$ cat src/rtl/pfwc_pkg.sv
// Shared types and constants for the packet framer with weighted checksum.
`default_nettype none
package pfwc_pkg;

  localparam int MAX_PAYLOAD_DEFAULT = 64;
  localparam int QUEUE_DEPTH_DEFAULT = 4;
  localparam int PKT_LEN_W = 7;
  localparam int SUM_W = 32;

  localparam logic KIND_PAYLOAD = 1'b0;
  localparam logic KIND_DESC    = 1'b1;
  localparam logic TYPE_DATA    = 1'b0;
  localparam logic TYPE_LAST    = 1'b1;

  typedef struct packed {
    logic                 has_payload;
    logic                 has_desc;
    logic [7:0]           payload_byte;
    logic                 packet_type;
    logic [PKT_LEN_W-1:0] packet_length;
    logic [SUM_W-1:0]     packet_checksum;
  } entry_t;

  typedef struct packed {
    logic full;
    logic empty;
  } q_status_t;

  typedef struct packed {
    logic                 kind;
    logic [7:0]           payload_byte;
    logic                 packet_type;
    logic [PKT_LEN_W-1:0] packet_length;
    logic [SUM_W-1:0]     packet_checksum;
    logic                 last_result;
  } result_t;

endpackage
`default_nettype wire

$ cat src/rtl/pfwc_front.sv
// Front end: accepts bytes, tracks the open packet and builds queue entries.
`default_nettype none
module pfwc_front import pfwc_pkg::*; #(
  parameter int MAX_PAYLOAD = MAX_PAYLOAD_DEFAULT
) (
  input  wire logic   clk,
  input  wire logic   rst,
  input  wire logic   push,
  input  wire logic   has_byte,
  input  wire logic   [7:0] data_byte,
  input  wire logic   end_of_message,
  input  wire logic   q_full,
  output logic        wr,
  output entry_t      wr_entry
);

  localparam int POS_W = $clog2(MAX_PAYLOAD + 1);
  localparam int EXT_W = (POS_W > PKT_LEN_W) ? POS_W : PKT_LEN_W;
  localparam int PROD_W = 8 + POS_W;

  logic [POS_W-1:0]  position;
  logic [SUM_W-1:0]  checksum;
  logic [POS_W-1:0]  position_next;
  logic [SUM_W-1:0]  checksum_next;
  logic [POS_W-1:0]  pos_inc;
  logic [POS_W-1:0]  weight;
  logic [PROD_W-1:0] product;
  logic [SUM_W-1:0]  sum_inc;
  logic [EXT_W-1:0]  len_ext;
  logic              accept;
  logic              closes;

  assign accept  = push && !q_full;
  assign pos_inc = position + POS_W'(1);
  assign weight  = position[0] ? (position - POS_W'(1)) : pos_inc;
  assign product = {{POS_W{1'b0}}, data_byte} * {8'd0, weight};
  assign sum_inc = checksum + SUM_W'(product);
  assign closes  = end_of_message || (pos_inc >= POS_W'(MAX_PAYLOAD));
  assign wr      = accept && (has_byte || end_of_message);

  always_comb begin
    position_next = position;
    checksum_next = checksum;
    wr_entry      = '0;
    len_ext       = EXT_W'(position);
    if (has_byte) begin
      len_ext                  = EXT_W'(pos_inc);
      wr_entry.has_payload     = 1'b1;
      wr_entry.payload_byte    = data_byte;
      wr_entry.has_desc        = closes;
      wr_entry.packet_type     = end_of_message ? TYPE_LAST : TYPE_DATA;
      wr_entry.packet_length   = len_ext[PKT_LEN_W-1:0];
      wr_entry.packet_checksum = sum_inc;
      if (closes) begin
        position_next = '0;
        checksum_next = '0;
      end else begin
        position_next = pos_inc;
        checksum_next = sum_inc;
      end
    end else if (end_of_message) begin
      wr_entry.has_desc        = 1'b1;
      wr_entry.packet_type     = TYPE_LAST;
      wr_entry.packet_length   = len_ext[PKT_LEN_W-1:0];
      wr_entry.packet_checksum = checksum;
      position_next            = '0;
      checksum_next            = '0;
    end
  end

  always_ff @(posedge clk) begin
    if (rst) begin
      position <= '0;
      checksum <= '0;
    end else if (accept) begin
      position <= position_next;
      checksum <= checksum_next;
    end
  end

endmodule
`default_nettype wire

$ cat src/rtl/pfwc_queue.sv
// Short queue of framed entries between the front end and the result stage.
`default_nettype none
module pfwc_queue import pfwc_pkg::*; #(
  parameter int DEPTH = QUEUE_DEPTH_DEFAULT
) (
  input  wire logic clk,
  input  wire logic rst,
  input  wire logic wr,
  input  entry_t    wr_entry,
  input  wire logic rd,
  output entry_t    rd_entry,
  output q_status_t status
);

  localparam int AW = (DEPTH > 1) ? $clog2(DEPTH) : 1;
  localparam int CW = $clog2(DEPTH + 1);

  entry_t        store [DEPTH];
  logic [AW-1:0] wr_ptr;
  logic [AW-1:0] rd_ptr;
  logic [CW-1:0] count;
  logic          do_wr;
  logic          do_rd;

  assign status.full  = (count == CW'(DEPTH));
  assign status.empty = (count == '0);
  assign do_wr        = wr && !status.full;
  assign do_rd        = rd && !status.empty;
  assign rd_entry     = store[rd_ptr];

  always_ff @(posedge clk) begin
    if (do_wr) begin
      store[wr_ptr] <= wr_entry;
    end
  end

  always_ff @(posedge clk) begin
    if (rst) begin
      wr_ptr <= '0;
      rd_ptr <= '0;
      count  <= '0;
    end else begin
      if (do_wr) begin
        wr_ptr <= (wr_ptr == AW'(DEPTH - 1)) ? '0 : wr_ptr + AW'(1);
      end
      if (do_rd) begin
        rd_ptr <= (rd_ptr == AW'(DEPTH - 1)) ? '0 : rd_ptr + AW'(1);
      end
      unique case ({do_wr, do_rd})
        2'b10:   count <= count + CW'(1);
        2'b01:   count <= count - CW'(1);
        default: count <= count;
      endcase
    end
  end

endmodule
`default_nettype wire

$ cat src/rtl/pfwc_back.sv
// Result stage: splits each entry into payload and descriptor results.
`default_nettype none
module pfwc_back import pfwc_pkg::*; (
  input  wire logic clk,
  input  wire logic rst,
  input  entry_t    rd_entry,
  input  wire logic q_empty,
  output logic      rd,
  input  wire logic pop,
  output logic      empty,
  output result_t   result
);

  logic    out_valid;
  logic    phase;
  logic    load;
  logic    send_payload;
  result_t next_result;

  assign empty        = !out_valid;
  assign load         = !q_empty && (!out_valid || pop);
  assign send_payload = rd_entry.has_payload && !phase;
  assign rd           = load && !(send_payload && rd_entry.has_desc);

  always_comb begin
    next_result = '0;
    if (send_payload) begin
      next_result.kind         = KIND_PAYLOAD;
      next_result.payload_byte = rd_entry.payload_byte;
      next_result.last_result  = !rd_entry.has_desc;
    end else begin
      next_result.kind            = KIND_DESC;
      next_result.packet_type     = rd_entry.packet_type;
      next_result.packet_length   = rd_entry.packet_length;
      next_result.packet_checksum = rd_entry.packet_checksum;
      next_result.last_result     = 1'b1;
    end
  end

  always_ff @(posedge clk) begin
    if (load) begin
      result <= next_result;
    end
  end

  always_ff @(posedge clk) begin
    if (rst) begin
      out_valid <= 1'b0;
      phase     <= 1'b0;
    end else begin
      if (load) begin
        out_valid <= 1'b1;
        phase     <= !rd;
      end else if (pop) begin
        out_valid <= 1'b0;
      end
    end
  end

endmodule
`default_nettype wire

$ cat src/rtl/packet_framer_weighted_checksum.sv
// Top level of the packet framer with position-weighted checksum.
// One request is accepted per clock while full is low; the front end updates
// the packet position and the checksum (one small multiply and a 32-bit add)
// in the cycle of acceptance and writes a framed entry into a QUEUE_DEPTH
// deep queue. The result stage delivers one result per clock while pop is
// high; a byte that closes a packet yields a payload and a descriptor result,
// so full can rise behind a stalled consumer or a run of such bytes. Each
// entry passes the queue and then the result register on its way out.
`default_nettype none
module packet_framer_weighted_checksum import pfwc_pkg::*; #(
  parameter int MAX_PAYLOAD = MAX_PAYLOAD_DEFAULT,
  parameter int QUEUE_DEPTH = QUEUE_DEPTH_DEFAULT
) (
  input  wire logic                 clk,
  input  wire logic                 rst,
  input  wire logic                 push,
  output logic                      full,
  input  wire logic                 has_byte,
  input  wire logic [7:0]           data_byte,
  input  wire logic                 end_of_message,
  input  wire logic                 pop,
  output logic                      empty,
  output logic                      kind,
  output logic [7:0]                payload_byte,
  output logic                      packet_type,
  output logic [PKT_LEN_W-1:0]      packet_length,
  output logic [SUM_W-1:0]          packet_checksum,
  output logic                      last_result
);

  entry_t    wr_entry;
  entry_t    rd_entry;
  q_status_t q_status;
  result_t   result;
  logic      wr;
  logic      rd;

  pfwc_front #(.MAX_PAYLOAD(MAX_PAYLOAD)) u_front (
    .clk            (clk),
    .rst            (rst),
    .push           (push),
    .has_byte       (has_byte),
    .data_byte      (data_byte),
    .end_of_message (end_of_message),
    .q_full         (q_status.full),
    .wr             (wr),
    .wr_entry       (wr_entry)
  );

  pfwc_queue #(.DEPTH(QUEUE_DEPTH)) u_queue (
    .clk      (clk),
    .rst      (rst),
    .wr       (wr),
    .wr_entry (wr_entry),
    .rd       (rd),
    .rd_entry (rd_entry),
    .status   (q_status)
  );

  pfwc_back u_back (
    .clk      (clk),
    .rst      (rst),
    .rd_entry (rd_entry),
    .q_empty  (q_status.empty),
    .rd       (rd),
    .pop      (pop),
    .empty    (empty),
    .result   (result)
  );

  assign full            = q_status.full;
  assign kind            = result.kind;
  assign payload_byte    = result.payload_byte;
  assign packet_type     = result.packet_type;
  assign packet_length   = result.packet_length;
  assign packet_checksum = result.packet_checksum;
  assign last_result     = result.last_result;

endmodule
`default_nettype wire

$ cat config.mk
export PLATFORM = sky130hd
export DESIGN_NAME = packet_framer_weighted_checksum
export DESIGN_NICKNAME = d
export VERILOG_FILES = /design/src/rtl/pfwc_pkg.sv /design/src/rtl/pfwc_front.sv /design/src/rtl/pfwc_queue.sv /design/src/rtl/pfwc_back.sv /design/src/rtl/packet_framer_weighted_checksum.sv
export SDC_FILE = /design/constraint.sdc
export NUM_CORES = 1
export LEC_CHECK = 0
export CAP_MARGIN = 20
export CORE_ASPECT_RATIO = 0.7
export CORE_MARGIN = 5
export CORE_UTILIZATION = 40
export DETAILED_ROUTE_END_ITERATION = 8
export DONT_BUFFER_PORTS = 1
export PLACE_DENSITY_LB_ADDON = 0.15
export SLEW_MARGIN = 10
export SYNTH_ARGS = -nofsm -noshare
export SYNTH_HDL_FRONTEND = slang
export SYNTH_HIERARCHICAL = 1
export SYNTH_SLANG_ARGS = --single-unit
$ cat constraint.sdc
create_clock -name clk -period 6.2 [get_ports clk]
set_input_delay 0.62 -clock clk [delete_from_list [all_inputs] [get_ports clk]]
set_output_delay 0.62 -clock clk [all_outputs]
set_load 0.01 [all_outputs]
* Word level (Yosys, flattened, before mapping)
Memory sizes are Yosys's and may differ from the RTL's. A register that Yosys moved wholly into a read port is not among the register bits. Index checks and enable logic that the tools add are counted.
Operators by class: add/subtract/negate cells 7, $mul 1, magnitude comparators 1, eq/ne operators 5, muxes and demuxes 23, reduce and logical (&&, ||, !) cells 23
Operators with widths (count):
- 32-bit 2-to-1 mux | 3
- 40-bit 2-to-1 mux | 2
- 32-bit by 15-bit adder with 32-bit output | 1
- 7-bit 2-to-1 mux | 4
- 8-bit by 7-bit multiplier with 15-bit output | 1
- 1-bit logical AND | 8
- 1-bit 2-to-1 mux | 8
- 2-bit 2-to-1 mux | 4
- 8-bit 2-to-1 mux | 1
- 7-bit by 1-bit adder with 7-bit output (second input constant) | 1
- 7-bit greater-or-equal comparator (second input constant) | 1
- 1-bit logical NOT | 7
- 7-bit by 1-bit subtractor with 7-bit output (second input constant) | 1
- 2-bit equality test (second input constant) | 3
- 3-bit case mux with 2 select lines | 1
- 2-bit nonzero test | 3
- 2-bit by 1-bit adder with 2-bit output (second input constant) | 2
- 3-bit by 1-bit adder with 3-bit output (second input constant) | 1
- 3-bit equality test (second input constant) | 1
- 3-bit logical NOT | 1
- 1-bit logical OR | 3
- 3-bit by 1-bit subtractor with 3-bit output (second input constant) | 1
- 2-bit by 1-bit equality test with 1-bit output (second input constant) | 1
- 2-bit AND reduction | 1
Storage, ports and cells: flip-flop bits (word level) 98, bits in writable memories 200, input bits 14, output and inout port bits 52, word-level logic and storage cells 74, memories 1
Memories:
- u_queue.store | words 4, bits a word 50, read ports 1, clocked after Yosys merged registers in 1, write ports 1, line pfwc_queue.sv:18 | entry_t store [DEPTH];

* Depth between registers and ports, before layout
depth in word-level cells 8, depth in mapped cells 23, gate-level depth less buffers 22

* Cells and area by module
The synthesis kept the hierarchy.
Modules (own cells, without submodules):
- pfwc_queue | instances 1, cells each 316, area an instance 7694.9 sq um, sequential area each 6185.9 sq um
- pfwc_front | instances 1, cells each 643, area an instance 4979.8 sq um, sequential area each 780.7 sq um
- pfwc_back | instances 1, cells each 117, area an instance 1981.9 sq um, sequential area each 1541.5 sq um

* Worst setup path before layout
Ideal clock, no wire load.
kind reg-to-reg, start point reg u_front.position[0], end point mem u_queue/store[0][22] (netlist name) (data pin), arrival 5.617 ns, data required time 5.913 ns, path slack 0.296 ns, cell stages (with the launch flop) 22, clock period less this slack 5.904 ns, path through dfxtp_1 > inv_1 > ha_1 > nor4b_1 > a21oi_1 > xnor2_1 > nand2_1 > fa_1 > fa_1 > inv_1 > fa_1 > inv_1 > fa_1 > inv_1 > ha_1 > a21o_1 > a221o_1 > a21o_1 > a221o_1 > and2_1 > a21oi_1 > a31oi_1
RTL lines:
- start: declaration | line pfwc_front.sv:21 | logic [POS_W-1:0] position;
- start signal: assignment | line pfwc_front.sv:76 | position <= position_next;
- end: declaration | line pfwc_queue.sv:18

==> results_dict.tcl <==
set metrics [dict create \
    cts_hold_buf 0 \
    report.final.slew_viol_count 0 \
    ys_ff_latch 300 \
    cp-end-kind "register" \
    power_density_nw_per_um2 349.0 \
    cp.required_ns 6.51 \
    hold_viol_final 0 \
    yosys_warnings 6 \
    synth_cells 1076 \
    synth_cell_types 66 \
    clock_latency_ns 0.56 \
    status "finished clean" \
    grt_usage_pct 16.21 \
    antenna_cells 0 \
    drc 0 \
    fin_crit_sh_pct 97.06 \
    final_cells 1598 \
    setup_viol 0 \
    cts_tree "done" \
    grt_max_degree 71 \
    first_pass_iters 5 \
    h-tree-depth 1 \
    yosysTopAreaCell "edfxtp_1" \
    syn_to_final_growth_pct 11.87 \
    dpl.cell_count 1536 \
    netlist_area_um2 14660 \
    wl_mm 32.80 \
    multi_input_area_um2 5633 \
    io_buffers 0 \
    fin_nets 1199 \
    seqCellArea_um2 8518 \
    fin_crit_ns 6.018 \
    dpl_cell_area_um2 15260 \
    wl_per_cell_um 20.53 \
    dieArea_um2 40630 \
    synth_area_leaders "edfxtp_1 (51%), mux4_2 (7.7%), dfxtp_1 (6.8%), fa_1 (5.9%), ha_1 (4.1%)" \
    first_global_vias 8645 \
    antenna_found_initial 1 \
    hold_class "in2reg" \
    critPathArrivalTime_ns 6.32 \
    ioPinCount 66 \
    cp_max_fo 6 \
    gp_congestion 0.8484 \
    grt_first_pass_wirelength_mm 52.22 \
    ys.flop_type "edfxtp_1" \
    overflow 0 \
    placementRows 58 \
    fp.dieH_um 170.2 \
    clockBufferDepth 3 \
    cts_buffers 30 \
    core_um2 36070 \
    vias_per_cell 5.302 \
    root_buffer "clkbuf_16" \
    skew_ns 0.008200 \
    drive_gt1_share_pct 16.91 \
    p_leak_nw 6.004 \
    start_util_pct 40.64 \
    synth_fp_nets 1181 \
    synth_top_area_share_pct 51.22 \
    postSynthAreaPerCell_um2 13.62 \
    stdcell_area_um2 16400 \
    synth_edf_count 250 \
    min_path_cells 1 \
    max_clock_freq_mhz 166.2 \
    die_w_um 238.8 \
    rsz0062_at_grt "false" \
    synth-seq-area-share_pct 58.05 \
    reg2reg_slack_ns 0.18 \
    cts.clk_slew.worst_paths_ns 0.06 \
    r2r_end "u_queue/store[3][18]" \
    synthArstFlopShare_pct 0 \
    final_common_cell "edfxtp_1" \
    rr_worst_depth 22 \
    maxCapViolCount 0 \
    vias 8473 \
    dp_hpwl_mm 21.40 \
    critical_path_class "reg2reg" \
    r2r_start "u_front/position[0]" \
    layout_common_cells "edfxtp_1 (250), inv_1 (93), and2_1 (84), nand2_1 (77), mux4_2 (50)" \
    fillCellCount 3218 \
    slew_headroom_pct 36.83 \
    first_iter_violations 765 \
    peakVddDrop_mv 0.2194 \
    min-delay-start "rst" \
    cts.sinks 300 \
    ant_nets 0 \
    critPathLaunchType "register" \
    worstMarginPinSlew_ns 0.9466 \
    hold_end "u_back/phase" \
]
## worst max path at each step
stage                                   start                    to  slack [ns]  cells after the start
after floorplan           u_front/position[0]  u_queue/store[0][22]        0.30                     21
after global placement    u_front/position[0]  u_queue/store[0][30]        0.04                     22
after detailed placement  u_front/position[0]  u_queue/store[2][20]       -0.18                     22
after CTS                 u_front/position[0]  u_queue/store[1][28]        0.02                     23
after global routing      u_front/position[0]  u_queue/store[0][13]       0.004                     23
final                     u_front/position[0]  u_queue/store[3][18]        0.18                     22
## registers in the layout, summed over array words and instances (netlist names), named ones only
signal,cells
u_queue/store,200
u_back/result,50
u_front/checksum,32
u_front/position,7
u_queue/count,3
u_queue/rd_ptr,2
u_queue/wr_ptr,2
u_back/out_valid,1
u_back/phase,1
## area by class of cell
cell class              count  area share, %
clock inverters             8         0.4655
inverters                  95          2.175
clock buffers              48          5.296
multi-input cells         623          34.36
flip-flops and latches    300          51.95
repair buffers             44          2.091
well taps                 480          3.663
## synth_stat cells (all sizes together), types with 2 or more instances
library cell	instances
a221o	2
nand2	77
o31ai	6
nand3	20
buf	28
a21o	7
xor2	9
a31oi	23
nand2b	6
a22oi	5
ha	48
and3	13
mux2i	9
dfxtp	50
or3b	2
and2	96
a41oi	3
or3	6
a22o	8
nor3	5
edfxtp	250
a32oi	6
inv	95
a21boi	3
nor2b	8
and4	4
fa	43
clkbuf	30
a31o	3
nor2	35
nand4	6
mux4	50
a21oi	46
o21ai	46
xnor2	13
or2	3
nor4b	2
## power by group
part | leakage, nW | switching (mW) | internal, mW
Sequential | 2.81 | 0.236 | 2.63
Combinational | 2.74 | 0.648 | 0.464
Clock | 0.457 | 0.745 | 0.997
## metal layers
layer | vias to the layer above | GRT usage, % | share of wire [%]
met5 | - | 0 | 0
met4 | 0 | 2.793 | 1.4
met3 | 35 | 2.851 | 5.5
met2 | 211 | 22.90 | 41
met1 | 4292 | 26.37 | 52
li1 | 3935 | - | -
## stage by stage
stage	power (mW)	hold WS, ns	util, %	setup WS, ns	setup TNS, ns
5_1_grt	6.032	0.08598	45.46	0.004069	0
2_1_floorplan	3.711	0.4366	-	0.2964	0
3_5_place_dp	4.028	0.4638	42.30	-0.1792	-5.689
6_report	5.722	0.1347	45.46	0.1821	0
4_1_cts	5.787	0.09219	45.00	0.02264	0
3_3_place_gp	4.013	0.4552	42.30	0.04345	0
## cells by family after synthesis
| logic type | count (synthesis) | synth area share, % |
|---|---|---|
| and+or+nand+nor | 285 | 10.54 |
| DFF | 300 | 58.05 |
| buffers and inverters | 153 | 4.695 |
| adders and majority gates | 91 | 9.971 |
| AOI/OAI and AO/OA | 166 | 7.128 |
| xor gates and xnor gates | 22 | 1.315 |
| muxes | 59 | 8.298 |
## critical path, cell delays in order, from the launching register on
cell and delay [ns]:
dfxtp_2 0.34, ha_1 0.21, buf_4 0.15, and3_1 0.21, a21oi_2 0.19, xnor2_2 0.18, buf_4 0.20, and2_4 0.14
fa_1 0.45, fa_1 0.50, fa_1 0.54, inv_1 0.06, fa_1 0.53, inv_1 0.05, ha_1 0.30, buf_4 0.16
a221o_1 0.41, a21o_1 0.20, a221o_1 0.38, buf_4 0.17, a21oi_1 0.13, a31oi_1 0.06, buf_4 0.20
## repair_timing
action | in CTS | in global routing
gates resized for setup | 5 | 26
endpoints found under the hold margin | 0 | 0
pin swaps | 1 | 11
endpoints found under the setup margin | 69 | 94
setup buffers | 0 | 6
(Power assumes the default switching activity.)
